### src/rtl/iee_pkg.sv
// shared types and constants for the infix expression evaluator
// character codes, item kinds, pending operator codes, queue entry layout, unit control
// no dependencies
`timescale 1ns / 1ps

package iee_pkg;

    // character codes of the operators
    localparam logic [7:0] CHAR_PLUS  = 8'd43;
    localparam logic [7:0] CHAR_MINUS = 8'd45;
    localparam logic [7:0] CHAR_STAR  = 8'd42;
    localparam logic [7:0] CHAR_SLASH = 8'd47;
    localparam logic [7:0] CHAR_ZERO  = 8'd48;

    // item kinds produced by the front end
    typedef logic [2:0] kind_t;
    localparam kind_t KIND_DIGIT = 3'd0;
    localparam kind_t KIND_ADD   = 3'd1;
    localparam kind_t KIND_SUB   = 3'd2;
    localparam kind_t KIND_MUL   = 3'd3;
    localparam kind_t KIND_DIV   = 3'd4;

    // operator joining the number being read to the term
    typedef logic [1:0] op_t;
    localparam op_t OP_NONE = 2'd0;
    localparam op_t OP_MUL  = 2'd1;
    localparam op_t OP_DIV  = 2'd2;

    // queue between front and back
    localparam int FIFO_DEPTH = 4;
    localparam int FIFO_AW    = 2;

    typedef struct packed {
        kind_t              kind;
        logic signed [8:0]  digit;   // byte minus the code of zero
        logic               last;
    } item_t;

    // control towards the multiply / divide unit
    typedef struct packed {
        logic start;
        logic is_div;
    } mdu_ctrl_t;

endpackage

### src/rtl/infix_expression_evaluator.sv
// top level of the infix expression evaluator: front queue, back sequencer
// depends on iee_pkg, iee_front, iee_back (with iee_mdu)
//
// channel   dir   tdata               tuser   tlast
// s_*       in    [7:0] char_byte     -       end_of_expr
// m_*       out   [31:0] expr_value   -       -
//
// a digit is added in while fetching; an operator, or a digit with the end mark, goes on
// to fold and after; folding a pending * or / waits on the one-bit-per-cycle unit
// an operator with the end mark folds once more, through the unit after * or /
// reset clears the queue, the sequencer and its accumulators; no clearing pass
// a four-entry queue takes characters one per cycle and drops s_tready only when full
// the result register lets the next expression run while a result waits for m_tready
`timescale 1ns / 1ps

module infix_expression_evaluator #(
    parameter int VALUE_WIDTH = 32
) (
    input  logic        clk,
    input  logic        rst_n,
    input  logic        s_tvalid,
    output logic        s_tready,
    input  logic [7:0]  s_tdata,     // [7:0] char_byte
    input  logic        s_tlast,     // end_of_expr
    output logic        m_tvalid,
    input  logic        m_tready,
    output logic [31:0] m_tdata      // [31:0] expr_value
);
    import iee_pkg::*;

    logic  item_valid;
    item_t item;
    logic  item_pop;

    iee_front u_front (
        .clk        (clk),
        .rst_n      (rst_n),
        .s_tvalid   (s_tvalid),
        .s_tready   (s_tready),
        .s_tdata    (s_tdata),
        .s_tlast    (s_tlast),
        .item_valid (item_valid),
        .item       (item),
        .item_pop   (item_pop)
    );

    iee_back #(
        .VALUE_WIDTH (VALUE_WIDTH)
    ) u_back (
        .clk        (clk),
        .rst_n      (rst_n),
        .item_valid (item_valid),
        .item       (item),
        .item_pop   (item_pop),
        .m_tvalid   (m_tvalid),
        .m_tready   (m_tready),
        .m_tdata    (m_tdata)
    );

endmodule

### src/rtl/iee_front.sv
// front end: accepts character transactions, classifies them and queues them
// depends on iee_pkg
`timescale 1ns / 1ps

module iee_front (
    input  logic           clk,
    input  logic           rst_n,
    input  logic           s_tvalid,
    output logic           s_tready,
    input  logic [7:0]     s_tdata,     // [7:0] char_byte
    input  logic           s_tlast,     // end_of_expr
    output logic           item_valid,
    output iee_pkg::item_t item,
    input  logic           item_pop
);
    import iee_pkg::*;

    item_t              mem [FIFO_DEPTH];
    logic [FIFO_AW-1:0] wr_ptr_reg;
    logic [FIFO_AW-1:0] rd_ptr_reg;
    logic [FIFO_AW:0]   count_reg;
    logic [FIFO_AW:0]   count_next;
    item_t              new_item;
    logic               push;

    always_comb
    begin
        new_item.last  = s_tlast;
        new_item.digit = $signed({1'b0, s_tdata}) - $signed({1'b0, CHAR_ZERO});
        case (s_tdata)
            CHAR_PLUS:  new_item.kind = KIND_ADD;
            CHAR_MINUS: new_item.kind = KIND_SUB;
            CHAR_STAR:  new_item.kind = KIND_MUL;
            CHAR_SLASH: new_item.kind = KIND_DIV;
            default:    new_item.kind = KIND_DIGIT;
        endcase
    end

    assign s_tready   = (count_reg != (FIFO_AW + 1)'(FIFO_DEPTH));
    assign push       = s_tvalid && s_tready;
    assign item_valid = (count_reg != '0);
    assign item       = mem[rd_ptr_reg];

    always_comb
    begin
        count_next = count_reg;
        if (push && !(item_pop && item_valid))
            count_next = count_reg + 1'b1;
        else if (!push && item_pop && item_valid)
            count_next = count_reg - 1'b1;
    end

    always_ff @(posedge clk)
    begin
        if (push)
            mem[wr_ptr_reg] <= new_item;
    end

    always_ff @(posedge clk or negedge rst_n)
    begin
        if (!rst_n)
        begin
            wr_ptr_reg <= '0;
            rd_ptr_reg <= '0;
            count_reg  <= '0;
        end
        else
        begin
            if (push)
                wr_ptr_reg <= wr_ptr_reg + 1'b1;
            if (item_pop && item_valid)
                rd_ptr_reg <= rd_ptr_reg + 1'b1;
            count_reg <= count_next;
        end
    end

endmodule

### src/rtl/iee_mdu.sv
// shared iterative unit: shift-add multiply and restoring signed divide
// one bit per cycle; depends on iee_pkg
`timescale 1ns / 1ps

module iee_mdu #(
    parameter int VALUE_WIDTH = 32
) (
    input  logic                   clk,
    input  logic                   rst_n,
    input  iee_pkg::mdu_ctrl_t     ctrl,
    input  logic [VALUE_WIDTH-1:0] a,
    input  logic [VALUE_WIDTH-1:0] b,
    output logic                   done,
    output logic [VALUE_WIDTH-1:0] result
);
    import iee_pkg::*;

    localparam int CW = $clog2(VALUE_WIDTH);

    logic                   busy_reg;
    logic                   fin_reg;
    logic                   is_div_reg;
    logic                   neg_reg;
    logic                   zero_reg;
    logic [CW-1:0]          cnt_reg;
    logic [VALUE_WIDTH-1:0] acc_reg;
    logic [VALUE_WIDTH-1:0] opa_reg;
    logic [VALUE_WIDTH-1:0] opb_reg;

    logic [VALUE_WIDTH-1:0] mag_a;
    logic [VALUE_WIDTH-1:0] mag_b;
    logic [VALUE_WIDTH:0]   trial;
    logic [VALUE_WIDTH:0]   diff;
    logic                   qbit;

    assign mag_a = a[VALUE_WIDTH-1] ? (~a + 1'b1) : a;
    assign mag_b = b[VALUE_WIDTH-1] ? (~b + 1'b1) : b;

    // remainder shifted by one with the next dividend bit
    assign trial = {acc_reg, opa_reg[VALUE_WIDTH-1]};
    assign diff  = trial - {1'b0, opb_reg};
    assign qbit  = (trial >= {1'b0, opb_reg});

    assign done = fin_reg;

    always_comb
    begin
        if (!is_div_reg)
            result = acc_reg;
        else if (zero_reg)
            result = '0;
        else if (neg_reg)
            result = ~opa_reg + 1'b1;
        else
            result = opa_reg;
    end

    always_ff @(posedge clk)
    begin
        if (ctrl.start)
        begin
            is_div_reg <= ctrl.is_div;
            acc_reg    <= '0;
            neg_reg    <= a[VALUE_WIDTH-1] ^ b[VALUE_WIDTH-1];
            zero_reg   <= (b == '0);
            if (ctrl.is_div)
            begin
                opa_reg <= mag_a;
                opb_reg <= mag_b;
            end
            else
            begin
                opa_reg <= a;
                opb_reg <= b;
            end
        end
        else if (busy_reg)
        begin
            if (is_div_reg)
            begin
                acc_reg <= qbit ? diff[VALUE_WIDTH-1:0] : trial[VALUE_WIDTH-1:0];
                opa_reg <= {opa_reg[VALUE_WIDTH-2:0], qbit};
            end
            else
            begin
                if (opb_reg[0])
                    acc_reg <= acc_reg + opa_reg;
                opa_reg <= {opa_reg[VALUE_WIDTH-2:0], 1'b0};
                opb_reg <= {1'b0, opb_reg[VALUE_WIDTH-1:1]};
            end
        end
    end

    always_ff @(posedge clk or negedge rst_n)
    begin
        if (!rst_n)
        begin
            busy_reg <= 1'b0;
            fin_reg  <= 1'b0;
            cnt_reg  <= '0;
        end
        else
        begin
            fin_reg <= 1'b0;
            if (ctrl.start)
            begin
                busy_reg <= 1'b1;
                cnt_reg  <= CW'(VALUE_WIDTH - 1);
            end
            else if (busy_reg)
            begin
                cnt_reg <= cnt_reg - 1'b1;
                if (cnt_reg == '0)
                begin
                    busy_reg <= 1'b0;
                    fin_reg  <= 1'b1;
                end
            end
        end
    end

endmodule

### src/rtl/iee_back.sv
// back end: sequencer that folds numbers into terms and terms into the sum
// owns the result register; depends on iee_pkg and iee_mdu
`timescale 1ns / 1ps

module iee_back #(
    parameter int VALUE_WIDTH = 32
) (
    input  logic           clk,
    input  logic           rst_n,
    input  logic           item_valid,
    input  iee_pkg::item_t item,
    output logic           item_pop,
    output logic           m_tvalid,
    input  logic           m_tready,
    output logic [31:0]    m_tdata     // [31:0] expr_value
);
    import iee_pkg::*;

    localparam logic [1:0] ST_FETCH = 2'd0;
    localparam logic [1:0] ST_FOLD  = 2'd1;
    localparam logic [1:0] ST_WAIT  = 2'd2;
    localparam logic [1:0] ST_AFTER = 2'd3;

    logic [1:0]             state_reg, state_next;
    logic                   closing_reg, closing_next;
    kind_t                  kind_reg, kind_next;
    logic                   last_reg, last_next;
    logic [VALUE_WIDTH-1:0] sum_reg, sum_next;
    logic [VALUE_WIDTH-1:0] term_reg, term_next;
    logic [VALUE_WIDTH-1:0] acc_reg, acc_next;
    op_t                    pend_reg, pend_next;
    logic                   neg_reg, neg_next;
    logic                   out_valid_reg, out_valid_next;
    logic [31:0]            out_data_reg, out_data_next;

    mdu_ctrl_t              mdu_ctrl;
    logic                   mdu_done;
    logic [VALUE_WIDTH-1:0] mdu_result;
    logic                   out_load;
    logic [VALUE_WIDTH-1:0] digit_ext;
    logic [VALUE_WIDTH-1:0] closed_sum;
    logic signed [63:0]     sum_ext;

    iee_mdu #(
        .VALUE_WIDTH (VALUE_WIDTH)
    ) u_mdu (
        .clk    (clk),
        .rst_n  (rst_n),
        .ctrl   (mdu_ctrl),
        .a      (term_reg),
        .b      (acc_reg),
        .done   (mdu_done),
        .result (mdu_result)
    );

    assign digit_ext  = VALUE_WIDTH'(item.digit);
    assign closed_sum = neg_reg ? (sum_reg - term_reg) : (sum_reg + term_reg);
    assign sum_ext    = 64'(signed'(closed_sum));

    assign item_pop = (state_reg == ST_FETCH) && item_valid;
    assign out_load = (state_reg == ST_AFTER) && closing_reg && (!out_valid_reg || m_tready);

    assign mdu_ctrl.start  = (state_reg == ST_FOLD) && (pend_reg == OP_MUL || pend_reg == OP_DIV);
    assign mdu_ctrl.is_div = (pend_reg == OP_DIV);

    assign m_tvalid = out_valid_reg;
    assign m_tdata  = out_data_reg;

    always_comb
    begin
        state_next     = state_reg;
        closing_next   = closing_reg;
        kind_next      = kind_reg;
        last_next      = last_reg;
        sum_next       = sum_reg;
        term_next      = term_reg;
        acc_next       = acc_reg;
        pend_next      = pend_reg;
        neg_next       = neg_reg;
        out_valid_next = out_valid_reg && !m_tready;
        out_data_next  = out_data_reg;

        case (state_reg)
            ST_FETCH:
            begin
                if (item_valid)
                begin
                    kind_next    = item.kind;
                    last_next    = item.last;
                    closing_next = 1'b0;
                    if (item.kind == KIND_DIGIT)
                    begin
                        acc_next = (acc_reg << 3) + (acc_reg << 1) + digit_ext;
                        if (item.last)
                        begin
                            closing_next = 1'b1;
                            state_next   = ST_FOLD;
                        end
                    end
                    else
                    begin
                        state_next = ST_FOLD;
                    end
                end
            end
            ST_FOLD:
            begin
                if (mdu_ctrl.start)
                begin
                    state_next = ST_WAIT;
                end
                else
                begin
                    // no pending operator: the number starts the term
                    term_next  = acc_reg;
                    acc_next   = '0;
                    state_next = ST_AFTER;
                end
            end
            ST_WAIT:
            begin
                if (mdu_done)
                begin
                    term_next  = mdu_result;
                    acc_next   = '0;
                    state_next = ST_AFTER;
                end
            end
            ST_AFTER:
            begin
                if (closing_reg)
                begin
                    if (out_load)
                    begin
                        out_valid_next = 1'b1;
                        out_data_next  = sum_ext[31:0];
                        sum_next       = '0;
                        term_next      = '0;
                        acc_next       = '0;
                        pend_next      = OP_NONE;
                        neg_next       = 1'b0;
                        closing_next   = 1'b0;
                        state_next     = ST_FETCH;
                    end
                end
                else
                begin
                    case (kind_reg)
                        KIND_ADD, KIND_SUB:
                        begin
                            sum_next  = closed_sum;
                            term_next = '0;
                            pend_next = OP_NONE;
                            neg_next  = (kind_reg == KIND_SUB);
                        end
                        KIND_MUL: pend_next = OP_MUL;
                        KIND_DIV: pend_next = OP_DIV;
                        default:  pend_next = pend_reg;
                    endcase
                    if (last_reg)
                    begin
                        closing_next = 1'b1;
                        state_next   = ST_FOLD;
                    end
                    else
                    begin
                        state_next = ST_FETCH;
                    end
                end
            end
            default: state_next = ST_FETCH;
        endcase
    end

    always_ff @(posedge clk)
    begin
        kind_reg     <= kind_next;
        last_reg     <= last_next;
        out_data_reg <= out_data_next;
    end

    always_ff @(posedge clk or negedge rst_n)
    begin
        if (!rst_n)
        begin
            state_reg     <= ST_FETCH;
            closing_reg   <= 1'b0;
            sum_reg       <= '0;
            term_reg      <= '0;
            acc_reg       <= '0;
            pend_reg      <= OP_NONE;
            neg_reg       <= 1'b0;
            out_valid_reg <= 1'b0;
        end
        else
        begin
            state_reg     <= state_next;
            closing_reg   <= closing_next;
            sum_reg       <= sum_next;
            term_reg      <= term_next;
            acc_reg       <= acc_next;
            pend_reg      <= pend_next;
            neg_reg       <= neg_next;
            out_valid_reg <= out_valid_next;
        end
    end

    // queue is read only while fetching
    a_pop_in_fetch: assert property (@(posedge clk) disable iff (!rst_n)
        item_pop |-> state_reg == ST_FETCH)
        else $error("queue popped outside fetch");

    // the unit is started only with a multiply or divide pending
    a_mdu_start: assert property (@(posedge clk) disable iff (!rst_n)
        mdu_ctrl.start |-> (pend_reg == OP_MUL || pend_reg == OP_DIV))
        else $error("multiply/divide started without pending operator");

    // the term holds while the unit is working
    a_term_hold: assert property (@(posedge clk) disable iff (!rst_n)
        (state_reg == ST_WAIT && !mdu_done) |=> $stable(term_reg))
        else $error("term changed while waiting on multiply/divide");

    // emitting a result clears the expression state
    a_clear_on_emit: assert property (@(posedge clk) disable iff (!rst_n)
        out_load |=> (sum_reg == '0 && pend_reg == OP_NONE && !neg_reg && m_tvalid))
        else $error("state not cleared after result");

endmodule

### config.mk
export PLATFORM = sky130hd
export DESIGN_NAME = infix_expression_evaluator
export DESIGN_NICKNAME = d
export VERILOG_FILES = /design/src/rtl/iee_pkg.sv /design/src/rtl/infix_expression_evaluator.sv /design/src/rtl/iee_front.sv /design/src/rtl/iee_mdu.sv /design/src/rtl/iee_back.sv
export SDC_FILE = /design/constraint.sdc
export NUM_CORES = 1
export LEC_CHECK = 0
export BUFFER_PORTS_ARGS = -buffer_cell sky130_fd_sc_hd__buf_2
export CAP_MARGIN = 25
export CORE_MARGIN = 3
export CORE_UTILIZATION = 30
export DETAILED_ROUTE_END_ITERATION = 10
export PLACE_DENSITY_LB_ADDON = 0.08
export SLEW_MARGIN = 20
export SYNTH_ARGS = -nofsm -noshare
export SYNTH_HDL_FRONTEND = slang
export SYNTH_SLANG_ARGS = --single-unit
### constraint.sdc
create_clock -name clk -period 5.7 [get_ports clk]
set_input_delay 0.57 -clock clk [delete_from_list [all_inputs] [get_ports clk]]
set_output_delay 0.57 -clock clk [all_outputs]
set_load 0.01 [all_outputs]
==> out/summary.txt, run 1 <==
Leak -> 10.3 nW
# setup viols final -> 0
pin count of the biggest net entering global routing -> 91
crit path cell chain -> inv_1, ha_1, or4b_2, or4_1, nor4_1, nor2_1, xnor2_1, ha_1, and3_1, nand2_1, or4_1, a21oi_1, nor2_1, a211oi_1, buf_4, nor3b_1, or4_1, nand3_1
Multi-input gate area -> 0.0132 mm²
die area -> 0.0770 mm²
Final min period -> 5.20 ns
Post-Route WL -> 69.9 mm
critical path arrival -> 5.70 ns
initial antenna violation count -> 2
# port buffers -> 46
starting DRC count in detailed routing -> 1250
Crit path top cell by count -> or4_1
largest cells by area after synthesis -> edfxtp_1 (21%), dfrtp_1 (13%), ha_1 (8.1%), xnor2_1 (5.6%), o21ai_0 (4.7%)
H-tree depth -> 2
CP delay by family, top -> simple AND/OR/NAND/NOR gates
GRT Residual Overflow -> 0
Detailed Place HPWL -> 52.9 mm
P&R area growth vs syn -> 12.5%
synthesized net count -> 2597
CTS Buffer Depth -> 3
peak supply drop -> 0.215 mV
Initial Util -> 30.6%
status -> finished, final reports clean
Syn. warnings -> 0
Core ar. -> 0.0722 mm²
worst min-delay path class -> input port to flip-flop
first-pass GRT wire length -> 108 mm
vias in the first global route -> 18117
CTS tree -> done
DR vias -> 18113
Syn Inst Count -> 2408
Core Rows -> 98
Post-synth ARST share -> 38.5%
Hold Vio Cnt, Final -> 0
setup TNS -> 0 ns
Largest Register -> u_front.mem
Post-synth EDFFs -> 155
area leader, netlist -> edfxtp_1
actual slew at the worst max-slew pin -> 1.10 ns
post-CTS sizing -> 0
die height -> 278 µm
DR DRC count -> 0
Layout Skew -> 0.0218 ns
CP max FO -> 6
aggregate global-route resource usage -> 17.7%
clock root buffer -> clkbuf_16
post-synthesis cell area -> 0.0221 mm²
startpoint types -> flip-flop
Yosys top cell area share -> 21.0%
DR WL/cell -> 20.5 µm
die width -> 278 µm
Reg area -> 0.00822 mm²
syn avg cell area -> 9.19 µm²
Power Density -> 222 mW/mm²
max_slew headroom -> 26.7%
fillcell total -> 7418
antenna-violating nets left -> 0
RSZ-0062 raised after global routing -> no
RePlAce Congestion -> 0.846
Most used DFF post-synth -> edfxtp_1
worst endpoint required time -> 6.21 ns
Fin Hold WS -> 0.219 ns
maxcap violations -> 0
hold_buf cts -> 1
share of layout cells above drive strength 1 -> 8.07%
Antenna Cells -> 0
flip-flop count of the largest register after layout -> 52
critical path class -> flip-flop to flip-flop
Final Max Slew Viols -> 0
postcts setup bufs -> 0
clk_lat worst skew -> 0.57 ns
post-synthesis sequential area ratio -> 37.2%
Final Cycle Share -> 91.2%
total I/O pin count -> 47
Yosys reg bits -> 304
fmax -> 192 MHz
Clock transition at path regs -> 0.06 ns
# clock sinks -> 304
max incr delay on CP -> 0.68 ns
DR vias/cell -> 5.32
nets -> 2611
CTS Buf Count -> 40
WP buf/inv -> 2
synth unique cells -> 81
Pre-antenna DRT Iters -> 7
Worst setup EP type -> flip-flop
slowest stage cell, crit path -> or4b_2
==> cells in the final DEF, fill, tap and decap left out, types with 17 or more instances in the layout <==
cell type,instances
nor2b_1,18
o21ai_0,207
o21a_1,18
a31oi_1,24
nand2_1,267
nor4_1,17
nand3_1,54
a22o_1,24
a22oi_1,30
ha_1,143
mux2i_1,18
edfxtp_1,155
nor3_1,45
nand2b_1,30
buf_2,45
nor2_1,163
nand4_1,17
o31ai_1,37
or3_1,19
a21o_1,63
dfxtp_1,32
dfrtp_1,117
a21oi_1,156
clkbuf_16,42
buf_4,34
inv_1,101
a211oi_1,20
xor2_1,88
and3_1,30
xnor2_1,142
fa_1,33
==> through the flow <==
step	util, %	std cells	setup WS [ns]	total power (W)	area (µm²)
floorplan	-	2408	1.05	0.00273	22100
global placement	32.4	3326	0.616	0.00285	23400
detailed placement	32.5	3327	0.611	0.00286	23400
CTS	34.4	3402	0.550	0.00562	24900
global route	34.5	3404	0.177	0.00575	24900
finish	34.5	3404	0.503	0.00552	24900
==> cell type report <==
cell class	instances	area share, %
inverters	102	1.54
clock inverters	16	0.860
well taps	950	4.78
repair buffers	82	2.09
clock buffers	58	4.79
flip-flops and latches	304	33.0
multi-input cells	1892	52.9
==> final timing paths <==
| check | depth (start not counted) | to | start | slack [ns] |
|---|---|---|---|---|
| worst min-delay path | 1 | u_front.mem[2][0]$_DFFE_PP_ | s_tlast | 0.22 |
| min in group asynchronous | 2 | u_back.acc_reg[23]$_DFFE_PN0P_ | rst_n | 0.45 |
| worst min register to register | 2 | u_back.pend_reg[1]$_DFFE_PN0P_ | u_back.pend_reg[1]$_DFFE_PN0P_ | 0.48 |
| worst max-delay path | 18 | u_back.sum_reg[30]$_DFFE_PN0P_ | u_back.term_reg[0]$_DFFE_PN0P_ | 0.50 |
| worst max register to register | 18 | u_back.sum_reg[30]$_DFFE_PN0P_ | u_back.term_reg[0]$_DFFE_PN0P_ | 0.50 |
| max in group asynchronous | 3 | u_back.sum_reg[4]$_DFFE_PN0P_ | rst_n | 4.10 |
==> logic make-up (layout without fill, tap and decap cells) <==
group | Yosys count | in the layout | synth area share [%]
xor+xnor | 230 | 230 | 9.11
flops | 304 | 304 | 37.2
buf+inv | 212 | 258 | 3.61
simple gates | 729 | 729 | 15.6
mux | 38 | 38 | 2.49
fa+ha+maj | 176 | 176 | 11.1
compound gates | 719 | 719 | 21.0
==> where the power goes <==
part / internal [W] / total [W] / switching [W]
sequential: 0.00240 / 0.00244 / 0.0000359
combinational: 0.000137 / 0.000368 / 0.000232
clock: 0.00164 / 0.00272 / 0.00107
total: 0.00419 / 0.00552 / 0.00134
==> synth_stat cells, types with 37 or more instances <==
cell type / n
a21o_1: 63
a21oi_1: 156
clkbuf_1: 98
dfrtp_1: 117
edfxtp_1: 155
ha_1: 143
inv_1: 101
nand2_1: 267
nand3_1: 55
nor2_1: 164
nor3_1: 46
o21ai_0: 208
o31ai_1: 37
xnor2_1: 142
xor2_1: 88
==> layer usage <==
metal	share of wire (%)	global-route usage, %	up-vias
met3	3.7	2.29	92
met5	0.013	0	-
li1	-	-	8847
met2	48	30.2	283
met1	46	23.9	8889
met4	2.3	4.40	2
==> worst reg2reg max path, stage by stage, from the launching register on <==
cell	delay, ns
dfrtp_1	0.41
inv_1	0.09
ha_1	0.20
or4b_2	0.68
or4_1	0.51
nor4_1	0.27
nor2_1	0.09
xnor2_1	0.16
ha_1	0.38
and3_1	0.23
nand2_1	0.11
or4_1	0.53
a21oi_1	0.28
nor2_1	0.11
a211oi_1	0.25
buf_4	0.17
nor3b_1	0.07
or4_1	0.50
nand3_1	0.09
Power figures use the tool's default switching activity.
==> run 2: changes to the inputs <==
--- a/config.mk
+++ b/config.mk
@@ -5,6 +5,7 @@
 export SDC_FILE = /design/constraint.sdc
 export NUM_CORES = 1
 export LEC_CHECK = 0
+export ABC_AREA = 1
 export BUFFER_PORTS_ARGS = -buffer_cell sky130_fd_sc_hd__buf_2
 export CAP_MARGIN = 25
 export CORE_MARGIN = 3
==> run 2 against run 1 <==
  * Worst setup slack improved by 1.0 ns
  * Final cell count increased by 38%
  * Clock power shrank 7%
  * Sequential share of layout area is 3.3 points lower
  * Clock-buffer cell count down 8
  * First-iteration DRC count increased by 31%
  * Cell area grew 11%
  * Global-route usage rose by 3.1 points
  * Core utilization is 0.84 points lower
  * Hold slack lost 0.18 ns
  * Non-clock buffer count shrank 8
  * Maximum frequency up 24%
  * Critical path type unchanged
  * Largest cell class unchanged
  * Largest power group unchanged
  * Highest routed layer is now met4
==> out/summary.txt, run 2 <==
CTS tree -> done
first-pass GRT wire length -> 139 mm
synth unique cells -> 54
Final min period -> 4.19 ns
Post-synth EDFFs -> 155
actual slew at the worst max-slew pin -> 0.868 ns
# setup viols final -> 0
Syn Inst Count -> 3570
RSZ-0062 raised after global routing -> no
setup TNS -> 0 ns
pin count of the biggest net entering global routing -> 77
peak supply drop -> 0.188 mV
Pre-antenna DRT Iters -> 6
commonest non-fill, non-tap cells in the layout -> nand2_1 (1000), inv_1 (468), nor2_1 (322), o21ai_0 (276), nand3_1 (232)
post-synthesis sequential area ratio -> 33.0%
Worst setup EP type -> flip-flop
die height -> 294 µm
flip-flop count of the largest register after layout -> 52
Post-Route WL -> 90.8 mm
slowest stage cell, crit path -> dfrtp_1
worst endpoint required time -> 6.03 ns
Antenna Cells -> 0
Hold Vio Cnt, Final -> 0
CP delay by family, top -> compound AO/OA/AOI/OAI gates
CP max FO -> 5
most common cell after layout, fill and taps aside -> nand2_1
most common cell in the netlist -> nand2_1
synthesized net count -> 3759
DR vias -> 23368
worst min-delay path class -> input port to async pin
Reg area -> 0.00822 mm²
DR WL/cell -> 19.4 µm
critical path class -> flip-flop to flip-flop
fillcell total -> 8973
Yosys reg bits -> 304
aggregate global-route resource usage -> 20.8%
clock root buffer -> clkbuf_16
max_slew headroom -> 41.6%
Multi-input gate area -> 0.0145 mm²
vias in the first global route -> 22297
DR vias/cell -> 4.98
Detailed Place HPWL -> 72.1 mm
critical path arrival -> 4.52 ns
Largest Register -> u_front.mem
total I/O pin count -> 47
Initial Util -> 30.3%
largest cells by area after synthesis -> edfxtp_1 (19%), nand2_1 (15%), dfrtp_1 (12%), ha_1 (7.2%), inv_1 (7.1%)
CTS Buffer Depth -> 3
Yosys top cell area share -> 18.7%
nets -> 3781
die area -> 0.0865 mm²
max incr delay on CP -> 0.40 ns
post-CTS sizing -> 0
Core Rows -> 105
postcts setup bufs -> 0
Final Cycle Share -> 73.5%
share of layout cells above drive strength 1 -> 5.77%
area leader, netlist -> edfxtp_1
GRT Residual Overflow -> 0
H-tree depth -> 2
Leak -> 12.9 nW
die width -> 294 µm
CTS Buf Count -> 39
Crit path top cell by count -> nand2_1
DR DRC count -> 0
maxcap violations -> 0
hold_buf cts -> 0
RePlAce Congestion -> 0.871
clk_lat worst skew -> 0.59 ns
Core ar. -> 0.0821 mm²
Placed Area -> 0.0263 mm²
Final Max Slew Viols -> 0
starting DRC count in detailed routing -> 1633
WP buf/inv -> 3
startpoint types -> flip-flop
Clock transition at path regs -> 0.06 ns
P&R area growth vs syn -> 10.8%
# clock sinks -> 304
antenna-violating nets left -> 0
crit path cell chain -> inv_1, ha_1, nand2_1, nor2_2, nand3_1, inv_1, nand3_1, nor2_1, nand2_1, xor2_1, nand2_1, o21ai_0, ha_1, a21o_1, a31oi_1, o21ai_0, a21oi_1, nand2_1, xnor2_1, inv_1
Most used DFF post-synth -> edfxtp_1
status -> finished, final reports clean
post-route cell area -> 0.0276 mm²
Syn. warnings -> 0
Post-synth ARST share -> 38.5%
syn avg cell area -> 6.98 µm²
# port buffers -> 46
fmax -> 239 MHz
Power Density -> 204 mW/mm²
post-synthesis cell area -> 0.0249 mm²
Layout Skew -> 0.0343 ns
initial antenna violation count -> 0
Commonest cells post-synth -> nand2_1 (1000), inv_1 (469), nor2_1 (326)
[run 2: changes by cell type after synthesis, moves of 38 or more]
cell      change
a21o_1       -53
xnor2_1     -120
nor2_1      +162
clkbuf_1     -38
a21oi_1      +73
o21ai_0      +70
inv_1       +368
nand2_1     +733
nand3_1     +177
[run 2: layer usage]
| layer | routed length (µm) | part of all wire (%) | global-route usage (%) |
|---|---|---|---|
| met2 | 40200 | 44 | 32.7 |
| met5 | 0 | 0 | 0 |
| met4 | 1380 | 1.5 | 3.61 |
| met3 | 3710 | 4.1 | 1.77 |
| met1 | 45500 | 50 | 31.5 |
[run 2: through the flow]
| step | util [%] | std cells | hold WS [ns] | power (W) | setup WS (ns) |
|---|---|---|---|---|---|
| after floorplan | - | 3570 | 0.274 | 0.00292 | 1.23 |
| after global placement | 32.0 | 4620 | 0.476 | 0.00316 | 1.59 |
| after detailed placement | 32.0 | 4620 | 0.476 | 0.00315 | 1.53 |
| after CTS | 33.6 | 4692 | 0.0531 | 0.00573 | 1.50 |
| after global routing | 33.6 | 4693 | 0.0889 | 0.00591 | 1.07 |
| final | 33.6 | 4693 | 0.0364 | 0.00564 | 1.51 |
[run 2: worst paths after layout]
| kind | from | to | slack (ns) | depth (start not counted) |
|---|---|---|---|---|
| min | rst_n | u_back.sum_reg[29]$_DFFE_PN0P_ | 0.04 | 1 |
| min reg2reg | u_back.sum_reg[17]$_DFFE_PN0P_ | u_back.sum_reg[17]$_DFFE_PN0P_ | 0.49 | 2 |
| min in group clk | m_tready | u_back.m_tvalid$_DFF_PN0_ | 0.19 | 2 |
| max reg2reg | u_back.term_reg[0]$_DFFE_PN0P_ | u_back.m_tdata[19]$_DFFE_PP_ | 1.51 | 20 |
| max in group asynchronous | rst_n | u_back.acc_reg[26]$_DFFE_PN0P_ | 4.46 | 2 |
| max | u_back.term_reg[0]$_DFFE_PN0P_ | u_back.m_tdata[19]$_DFFE_PP_ | 1.51 | 20 |
[run 2: logic make-up (layout without fill, tap and decap cells)]
| kind of cell | count (synthesis) | in the layout | share of synthesized area, % |
|---|---|---|---|
| DFF | 304 | 304 | 33.0 |
| adders and majority gates | 176 | 176 | 9.84 |
| xor gates and xnor gates | 114 | 114 | 4.01 |
| buffers and inverters | 570 | 623 | 8.87 |
| AOI/OAI and AO/OA | 681 | 681 | 15.3 |
| and+or+nand+nor | 1724 | 1724 | 28.9 |
| muxes | 1 | 1 | 0.0452 |
[run 2: final cells by class]
cell class | count | area share [%]
Multi-Input combinational cell | 2696 | 52.5
Tap cell | 1070 | 4.85
Timing Repair Buffer | 74 | 1.63
Clock inverter | 22 | 0.893
Inverter | 477 | 6.49
Clock buffer | 50 | 3.79
Sequential cell | 304 | 29.8
[run 2: power breakdown]
group          internal [W]  switching, W
Combinational      0.000217      0.000452
Clock               0.00146       0.00108
Sequential          0.00240     0.0000289
